--- src/hdl/assert_macros.svh ---
// Assertion helpers used by the RTL.
`ifndef ASSERT_MACROS_SVH
`define ASSERT_MACROS_SVH

// Same-cycle implication, disabled during reset.
`define ASSERT_IMPLY(label, clk, rst_n, ante, cons) \
    label: assert property (@(posedge clk) disable iff (!(rst_n)) (ante) |-> (cons)) \
        else $error("implication check failed");

// Next-cycle implication, disabled during reset.
`define ASSERT_NEXT(label, clk, rst_n, ante, cons) \
    label: assert property (@(posedge clk) disable iff (!(rst_n)) (ante) |=> (cons)) \
        else $error("next-cycle check failed");

`endif

--- src/hdl/fhv_pkg.sv ---
`default_nettype none
package fhv_pkg;

    localparam int HEADER_BYTES = 8;

    localparam logic [7:0] MAGIC_0     = 8'h51;
    localparam logic [7:0] MAGIC_1     = 8'h46;
    localparam logic [7:0] VERSION_ONE = 8'd1;
    localparam logic [7:0] TYPE_MIN    = 8'd1;
    localparam logic [7:0] TYPE_MAX    = 8'd2;

    localparam logic ACT_FRAME = 1'b0;
    localparam logic ACT_READ  = 1'b1;

    typedef logic [2:0] t_status;

    localparam t_status ST_OK       = 3'd0;
    localparam t_status ST_SHORT    = 3'd1;
    localparam t_status ST_TOO_LONG = 3'd2;
    localparam t_status ST_MAGIC    = 3'd3;
    localparam t_status ST_VERSION  = 3'd4;
    localparam t_status ST_TYPE     = 3'd5;
    localparam t_status ST_LENGTH   = 3'd6;

    // one result on its way to the output register
    typedef struct packed {
        logic        is_verdict;
        t_status     status;
        logic [1:0]  frame_type;
        logic [15:0] shard_id;
        logic [7:0]  payload_length;
        logic        zero_byte;
    } t_result;

endpackage
`default_nettype wire

--- src/hdl/fhv_payload_store.sv ---
`default_nettype none
// Two payload banks in one synchronous RAM: one write and one read port.
module fhv_payload_store #(
    parameter int DEPTH = 496,
    parameter int AW    = 9
) (
    input  wire logic          i_clk,
    input  wire logic          i_wr_en,
    input  wire logic [AW-1:0] i_wr_addr,
    input  wire logic [7:0]    i_wr_data,
    input  wire logic          i_rd_en,
    input  wire logic [AW-1:0] i_rd_addr,
    output logic      [7:0]    o_rd_data
);

    logic [7:0] r_mem [DEPTH];
    logic [7:0] r_rd_data;

    always_ff @(posedge i_clk) begin
        if (i_wr_en) begin
            r_mem[i_wr_addr] <= i_wr_data;
        end
    end

    // read data holds until the next read, so a stalled consumer keeps it
    always_ff @(posedge i_clk) begin
        if (i_rd_en) begin
            r_rd_data <= r_mem[i_rd_addr];
        end
    end

    assign o_rd_data = r_rd_data;

endmodule
`default_nettype wire

--- src/hdl/frame_header_validator.sv ---
`default_nettype none
// Channel  | Direction | Handshake                  | Payload
// input    | in        | i_in_valid / o_in_ready    | action, data_byte, end_of_frame, read_index
// result   | out       | o_out_valid / i_out_ready  | verdict or read reply fields
//
// One item per cycle while o_in_ready is high. A result is registered in r_p1 as its
// item is accepted, beside the payload RAM read, then moves to the output register.
// The RAM takes one write and one read each cycle; frame bytes go to the
// staging bank, reads come from the committed bank, so they never collide.
// Synchronous active-low reset clears counters, header and committed values;
// the RAM needs no clearing, since a byte is read only after a good frame wrote it.
// A stalled output holds one result and one more in flight before input stalls.
`include "assert_macros.svh"
module frame_header_validator #(
    parameter int PAYLOAD_CAP = 248
) (
    input  wire logic        i_clk,
    input  wire logic        i_rst_n,
    input  wire logic        i_in_valid,
    output logic             o_in_ready,
    input  wire logic        i_action,
    input  wire logic [7:0]  i_data_byte,
    input  wire logic        i_end_of_frame,
    input  wire logic [7:0]  i_read_index,
    output logic             o_out_valid,
    input  wire logic        i_out_ready,
    output logic             o_is_frame_verdict,
    output logic [2:0]       o_status,
    output logic [1:0]       o_frame_type,
    output logic [15:0]      o_shard_id,
    output logic [7:0]       o_payload_length,
    output logic [7:0]       o_payload_read_byte
);

    localparam int HB    = fhv_pkg::HEADER_BYTES;
    localparam int LIMIT = HB + PAYLOAD_CAP + 1;
    localparam int CW    = $clog2(LIMIT + 1);
    localparam int CMPW  = (CW > 16) ? CW : 16;
    localparam int DEPTH = 2 * PAYLOAD_CAP;
    localparam int MAW   = (DEPTH > 1) ? $clog2(DEPTH) : 1;

    logic [CW-1:0]   r_count;
    logic [63:0]     r_hdr;
    logic            r_bank;
    logic [1:0]      r_held_type;
    logic [15:0]     r_held_shard;
    logic [7:0]      r_held_len;

    logic            r_p1_valid;
    fhv_pkg::t_result r_p1;
    logic            r_out_valid;
    fhv_pkg::t_result r_out;
    logic [7:0]      r_out_byte;

    logic            accept, frame_acc, read_acc, out_free, p1_move;
    logic [63:0]     n_hdr;
    logic [CW-1:0]   n_count;
    logic [CW-1:0]   pos;
    logic [CMPW-1:0] avail, declared, pos_w, ridx_w;
    fhv_pkg::t_status chk;
    logic            commit;
    logic            wr_en;
    logic [MAW-1:0]  wr_addr, rd_addr;
    logic            rd_hit;
    logic [7:0]      rd_data;
    fhv_pkg::t_result n_p1;

    assign out_free   = !r_out_valid || i_out_ready;
    assign o_in_ready = !r_p1_valid || out_free;
    assign accept     = i_in_valid && o_in_ready;
    assign frame_acc  = accept && (i_action == fhv_pkg::ACT_FRAME);
    assign read_acc   = accept && (i_action == fhv_pkg::ACT_READ);
    assign p1_move    = r_p1_valid && out_free;

    // absorb the byte, then check against the updated header and count
    always_comb begin
        n_hdr   = (r_count < CW'(HB)) ? {r_hdr[55:0], i_data_byte} : r_hdr;
        n_count = (r_count < CW'(LIMIT)) ? r_count + CW'(1) : r_count;
        avail    = CMPW'(n_count) - CMPW'(HB);
        declared = CMPW'(n_hdr[31:16]);
        priority if (n_count < CW'(HB)) begin
            chk = fhv_pkg::ST_SHORT;
        end else if (avail > CMPW'(PAYLOAD_CAP)) begin
            chk = fhv_pkg::ST_TOO_LONG;
        end else if (n_hdr[63:56] != fhv_pkg::MAGIC_0 || n_hdr[55:48] != fhv_pkg::MAGIC_1) begin
            chk = fhv_pkg::ST_MAGIC;
        end else if (n_hdr[47:40] != fhv_pkg::VERSION_ONE) begin
            chk = fhv_pkg::ST_VERSION;
        end else if (n_hdr[39:32] < fhv_pkg::TYPE_MIN || n_hdr[39:32] > fhv_pkg::TYPE_MAX) begin
            chk = fhv_pkg::ST_TYPE;
        end else if (declared != avail) begin
            chk = fhv_pkg::ST_LENGTH;
        end else begin
            chk = fhv_pkg::ST_OK;
        end
    end

    assign commit = frame_acc && i_end_of_frame && (chk == fhv_pkg::ST_OK);

    // staging bank write
    assign pos     = r_count - CW'(HB);
    assign pos_w   = CMPW'(pos);
    assign wr_en   = frame_acc && (r_count >= CW'(HB)) && (pos_w < CMPW'(PAYLOAD_CAP));
    assign wr_addr = MAW'(r_bank ? pos_w : pos_w + CMPW'(PAYLOAD_CAP));

    // committed bank read
    assign ridx_w  = CMPW'(i_read_index);
    assign rd_hit  = (i_read_index < r_held_len) && (ridx_w < CMPW'(PAYLOAD_CAP));
    assign rd_addr = MAW'(r_bank ? ridx_w + CMPW'(PAYLOAD_CAP) : ridx_w);

    fhv_payload_store #(
        .DEPTH (DEPTH),
        .AW    (MAW)
    ) u_store (
        .i_clk     (i_clk),
        .i_wr_en   (wr_en),
        .i_wr_addr (wr_addr),
        .i_wr_data (i_data_byte),
        .i_rd_en   (read_acc && rd_hit),
        .i_rd_addr (rd_addr),
        .o_rd_data (rd_data)
    );

    always_comb begin
        n_p1 = '0;
        if (i_action == fhv_pkg::ACT_READ) begin
            n_p1.is_verdict     = 1'b0;
            n_p1.status         = fhv_pkg::ST_OK;
            n_p1.frame_type     = r_held_type;
            n_p1.shard_id       = r_held_shard;
            n_p1.payload_length = r_held_len;
            n_p1.zero_byte      = !rd_hit;
        end else begin
            n_p1.is_verdict = 1'b1;
            n_p1.status     = chk;
            n_p1.zero_byte  = 1'b1;
            if (chk == fhv_pkg::ST_OK) begin
                n_p1.frame_type     = n_hdr[33:32];
                n_p1.shard_id       = n_hdr[15:0];
                n_p1.payload_length = n_hdr[23:16];
            end
        end
    end

    always_ff @(posedge i_clk) begin
        if (!i_rst_n) begin
            r_count      <= '0;
            r_hdr        <= '0;
            r_bank       <= 1'b0;
            r_held_type  <= '0;
            r_held_shard <= '0;
            r_held_len   <= '0;
        end else if (frame_acc) begin
            r_hdr   <= n_hdr;
            r_count <= i_end_of_frame ? '0 : n_count;
            if (commit) begin
                r_bank       <= !r_bank;
                r_held_type  <= n_hdr[33:32];
                r_held_shard <= n_hdr[15:0];
                r_held_len   <= n_hdr[23:16];
            end
        end
    end

    always_ff @(posedge i_clk) begin
        if (!i_rst_n) begin
            r_p1_valid  <= 1'b0;
            r_out_valid <= 1'b0;
        end else begin
            if (accept && (read_acc || i_end_of_frame)) begin
                r_p1_valid <= 1'b1;
            end else if (p1_move) begin
                r_p1_valid <= 1'b0;
            end
            if (p1_move) begin
                r_out_valid <= 1'b1;
            end else if (i_out_ready) begin
                r_out_valid <= 1'b0;
            end
        end
    end

    always_ff @(posedge i_clk) begin
        if (accept) begin
            r_p1 <= n_p1;
        end
        if (p1_move) begin
            r_out      <= r_p1;
            r_out_byte <= r_p1.zero_byte ? 8'd0 : rd_data;
        end
    end

    assign o_out_valid         = r_out_valid;
    assign o_is_frame_verdict  = r_out.is_verdict;
    assign o_status            = r_out.status;
    assign o_frame_type        = r_out.frame_type;
    assign o_shard_id          = r_out.shard_id;
    assign o_payload_length    = r_out.payload_length;
    assign o_payload_read_byte = r_out_byte;

    `ASSERT_IMPLY(a_ok_type, i_clk, i_rst_n,
        r_out_valid && r_out.is_verdict && r_out.status == fhv_pkg::ST_OK,
        r_out.frame_type == 2'd1 || r_out.frame_type == 2'd2)
    `ASSERT_IMPLY(a_reply_status, i_clk, i_rst_n,
        r_out_valid && !r_out.is_verdict, r_out.status == fhv_pkg::ST_OK)
    `ASSERT_NEXT(a_bank_flip, i_clk, i_rst_n, commit, r_bank != $past(r_bank))
    `ASSERT_NEXT(a_bank_hold, i_clk, i_rst_n, !commit, r_bank == $past(r_bank))
    `ASSERT_IMPLY(a_room, i_clk, i_rst_n, !r_p1_valid, o_in_ready)

endmodule
`default_nettype wire

--- config.mk ---
export PLATFORM = sky130hd
export DESIGN_NAME = frame_header_validator
export DESIGN_NICKNAME = d
export VERILOG_FILES = /design/src/hdl/fhv_pkg.sv /design/src/hdl/fhv_payload_store.sv /design/src/hdl/frame_header_validator.sv
export VERILOG_INCLUDE_DIRS = /design/src /design/src/hdl
export SDC_FILE = /design/constraint.sdc
export NUM_CORES = 2
export LEC_CHECK = 0
export ABC_CLOCK_PERIOD_IN_PS = 3800
export BUFFER_PORTS_ARGS = -buffer_cell sky130_fd_sc_hd__buf_2
export CORE_UTILIZATION = 45
export CTS_BUF_LIST = sky130_fd_sc_hd__clkbuf_4
export DETAILED_ROUTE_END_ITERATION = 8
export GPL_TIMING_DRIVEN = 0
export PLACE_DENSITY_LB_ADDON = 0.05
export SLEW_MARGIN = 20
export SYNTH_ARGS = -nofsm -noshare
export SYNTH_HDL_FRONTEND = slang
export SYNTH_SLANG_ARGS = --single-unit
--- constraint.sdc ---
create_clock -name i_clk -period 3.8 [get_ports i_clk]
set_clock_uncertainty 0.15 [all_clocks]
set_input_delay 0.76 -clock i_clk [delete_from_list [all_inputs] [get_ports i_clk]]
set_output_delay 0.76 -clock i_clk [all_outputs]
set_load 0.03 [all_outputs]
==> flow_summary.ini <==
[status]
outcome = finished with violations
violations = setup timing

[drt]
met2WireLength_um = 279000
firstDrtPassIters = 6
drt_iter0_drc = 13700
drt-vias-per-instance = 6.37
wl_met1_um = 234000
ant_nets = 0
wl_per_cell_um = 42.0
vias = 94000
drcViolationCount = 0
routed_wl_um = 620000
highest_layer = met5
route.met3.wl_um = 72000

[setup_path]
required_ns = 5.03
cp_num_buf_inv = 7
endpoint_kind = flop
criticalPathCategory = in2reg
crit_path_start_kind = input pin
cp_data_arrival_time_ns = 5.32
slowest_delay_ns = 0.56
crit_fanout = 10
crit_chain = buf_2 > buf_6 > buf_2 > buf_4 > buf_8 > buf_6 > clkbuf_8 > mux4_2 > mux2i_1 > a22oi_2 > a31oi_1 > o211ai_1 > nand4_1 > nand3_1
cpMaxStageDelayCell = nand4_1
crit_family = buffers and inverters

[power_and_ir_drop]
vdd_drop_max_v = 0.000287
p_per_area_mw_per_mm2 = 488
p_leak_nw = 63.1
total_power_mw = 96.3

[clocking]
clkLatencyLatePin_ns = 1.77
htreeDepth = 7
cts_buffers = 1172
cts_tree = done
cts_root_buf = clkbuf_4
clock_path_buffers = 5
clock-sinks = 4147
clk_pin_slew_ns = 0.06

[floorplan]
io_pins = 62
die_w_um = 602
die_area_mm2 = 0.362
rows = 219
initial_core_util_pct = 45.4
die_h_um = 602
core_area_mm2 = 0.357

[finish]
drive_above_1_share_pct = 45.3
syn2layout_area_growth_pct = 21.8
nets = 9294
postLayoutCoreUtil_pct = 55.2

[logic_synthesis]
yosysUniqueCellTypes = 89
syn-num-nets = 7573
synth_area_leaders = edfxtp_1 (75%), mux4_2 (17%), nor2_1 (1.3%)
synthArstFlopShare_pct = 0
yosys_warnings = 0
ys_dominant_reg_cell = edfxtp_1
ys_top_cells_by_count = edfxtp_1 (4045), mux4_2 (1196), nor2_1 (556)
synth_cells = 7534
synth_edf_count = 4045
yosysTopAreaCellShare_pct = 75.0
ys_ff_latch = 4147
synth_most_common_cell = edfxtp_1
synth.avg_cell_area_um2 = 21.5
seq_area_frac_synth_pct = 76.3
synth_top_area_cell = edfxtp_1
syn_area_mm2 = 0.162

[global_routing]
grt_pass1_wl_um = 813000
grt-ovfl-total = 0
grt.total_usage_pct = 34.4
grt_pass1_vias = 91900
antenna_found_initial = 43
grt_max_degree = 138

[sta]
slew_viol_final = 0
setup_violations = 13
timing_worst_slew_pin_value_ns = 1.35
finalCritPeriodShare_pct = 108
rsz0062_at_grt = true
worst_slack_ns = -0.286
hold_violations = 0
final.setup.tns_ns = -1.39
fmax_ghz = 0.245
period_minus_slack_ns = 4.09
relSlewSlack_pct = 10.3

[place]
portBuffers = 58
dp_hpwl_um = 418000
gp_congestion = 0.958
dpl_worst_slack_ns = -3.45

[flow_run]
max-cap-violations = 0

[min_path]
hp-class = in2reg
report_power, final:
group	internal [mW]	switching [mW]
Clock	21.0	18.8
Combinational	2.06	4.29
Sequential	50.2	0.0235
metal layers:
metal  global-route usage, %  up-vias
li1                        -    35600
met1                    45.9    50600
met2                    50.9     6456
met3                    10.4     1321
met4                    18.8       12
met5                  0.0661        -
final timing paths:
path,start,endpoint,slack [ns],cells after the start
max,i_read_index[1],u_store.o_rd_data[7],-0.29,14
min,i_end_of_frame,r_count[4],0.16,5
max reg2reg,r_bank,u_store.o_rd_data[7],-0.26,12
min reg2reg,r_p1[1],o_payload_length[0],0.26,0
through the flow:
step / instance area (µm²) / instances / hold slack [ns]
after floorplan: 162000 / 7534 / 0.250
after global placement: 168000 / 12300 / 0.254
after detailed placement: 172000 / 12500 / 0.256
after CTS: 194000 / 14600 / 0.00865
after global routing: 197000 / 14800 / 0.126
final: 197000 / 14800 / 0.160
worst min-delay path, stage by stage:
cell           delay, ns
dlygate4sd3_1       0.54
buf_2               0.20
nor2_1              0.20
a22oi_1             0.19
nor2b_1             0.06
registers in the layout (all words and copies together) (netlist names):
name and flops:
u_store.r_mem 3968, r_hdr 64, r_p1 31, o_shard_id 16, r_held_shard 16, r_count 9, o_payload_length 8, o_payload_read_byte 8
r_held_len 8, u_store.o_rd_data 8, o_status 3, o_frame_type 2, r_held_type 2, o_is_frame_verdict 1, o_out_valid 1, r_bank 1
r_p1_valid 1
cell usage in the layout (no fill, tap or decap), types with 20 or more instances in the layout:
| cell type | netlist | routed |
|---|---|---|
| clkbuf_1 | 225 | 45 |
| buf_12 | 0 | 252 |
| nand2_1 | 465 | 422 |
| mux2i_1 | 98 | 86 |
| clkbuf_4 | 0 | 1728 |
| buf_6 | 9 | 70 |
| clkbuf_2 | 1 | 63 |
| dlygate4sd3_1 | 0 | 40 |
| o21ai_0 | 42 | 36 |
| nor2_2 | 0 | 32 |
| buf_8 | 2 | 34 |
| a21oi_1 | 36 | 32 |
| nand3_1 | 45 | 44 |
| a22oi_1 | 58 | 49 |
| nor2_1 | 556 | 41 |
| edfxtp_1 | 4045 | 4045 |
| buf_16 | 0 | 96 |
| clkbuf_8 | 0 | 44 |
| a22o_1 | 22 | 22 |
| inv_2 | 1 | 32 |
| a31oi_1 | 21 | 20 |
| diode_2 | 0 | 37 |
| mux4_2 | 1196 | 1196 |
| buf_2 | 99 | 88 |
| clkinv_1 | 0 | 162 |
| dfxtp_1 | 102 | 99 |
| nand2_2 | 1 | 28 |
| a21boi_0 | 67 | 64 |
| buf_4 | 86 | 214 |
| nor2_4 | 0 | 483 |
logic make-up after synthesis:
logic type / count (synthesis) / synth area share, %
flops: 4147 / 76.3
compound gates: 360 / 1.59
xor+xnor: 34 / 0.189
simple gates: 1206 / 3.10
mux: 1302 / 17.3
fa+ha+maj: 17 / 0.131
buf+inv: 468 / 1.42
timing repair:
action | CTS | global route
setup endpoints to repair | 4032 | 4029
pin swaps | 153 | 146
resized for setup | 1458 | 157
hold endpoints to repair | 3269 | 0
buffers inserted | 167 | 149
cloned | 0 | 1
hold buffers | 46 | 0
area by class of cell:
cell class / instances / area (µm²)
clock inverter: 220 / 1180
inverter: 20 / 77.6
buffer: 431 / 3840
clock buffer: 1683 / 12600
multi-input combinational: 2919 / 40800
tap: 4751 / 5940
sequential: 4147 / 124000
fill: 27600 / 160000
timing repair buffer: 564 / 9100
antenna: 37 / 92.6
(Power assumes the default switching activity.)
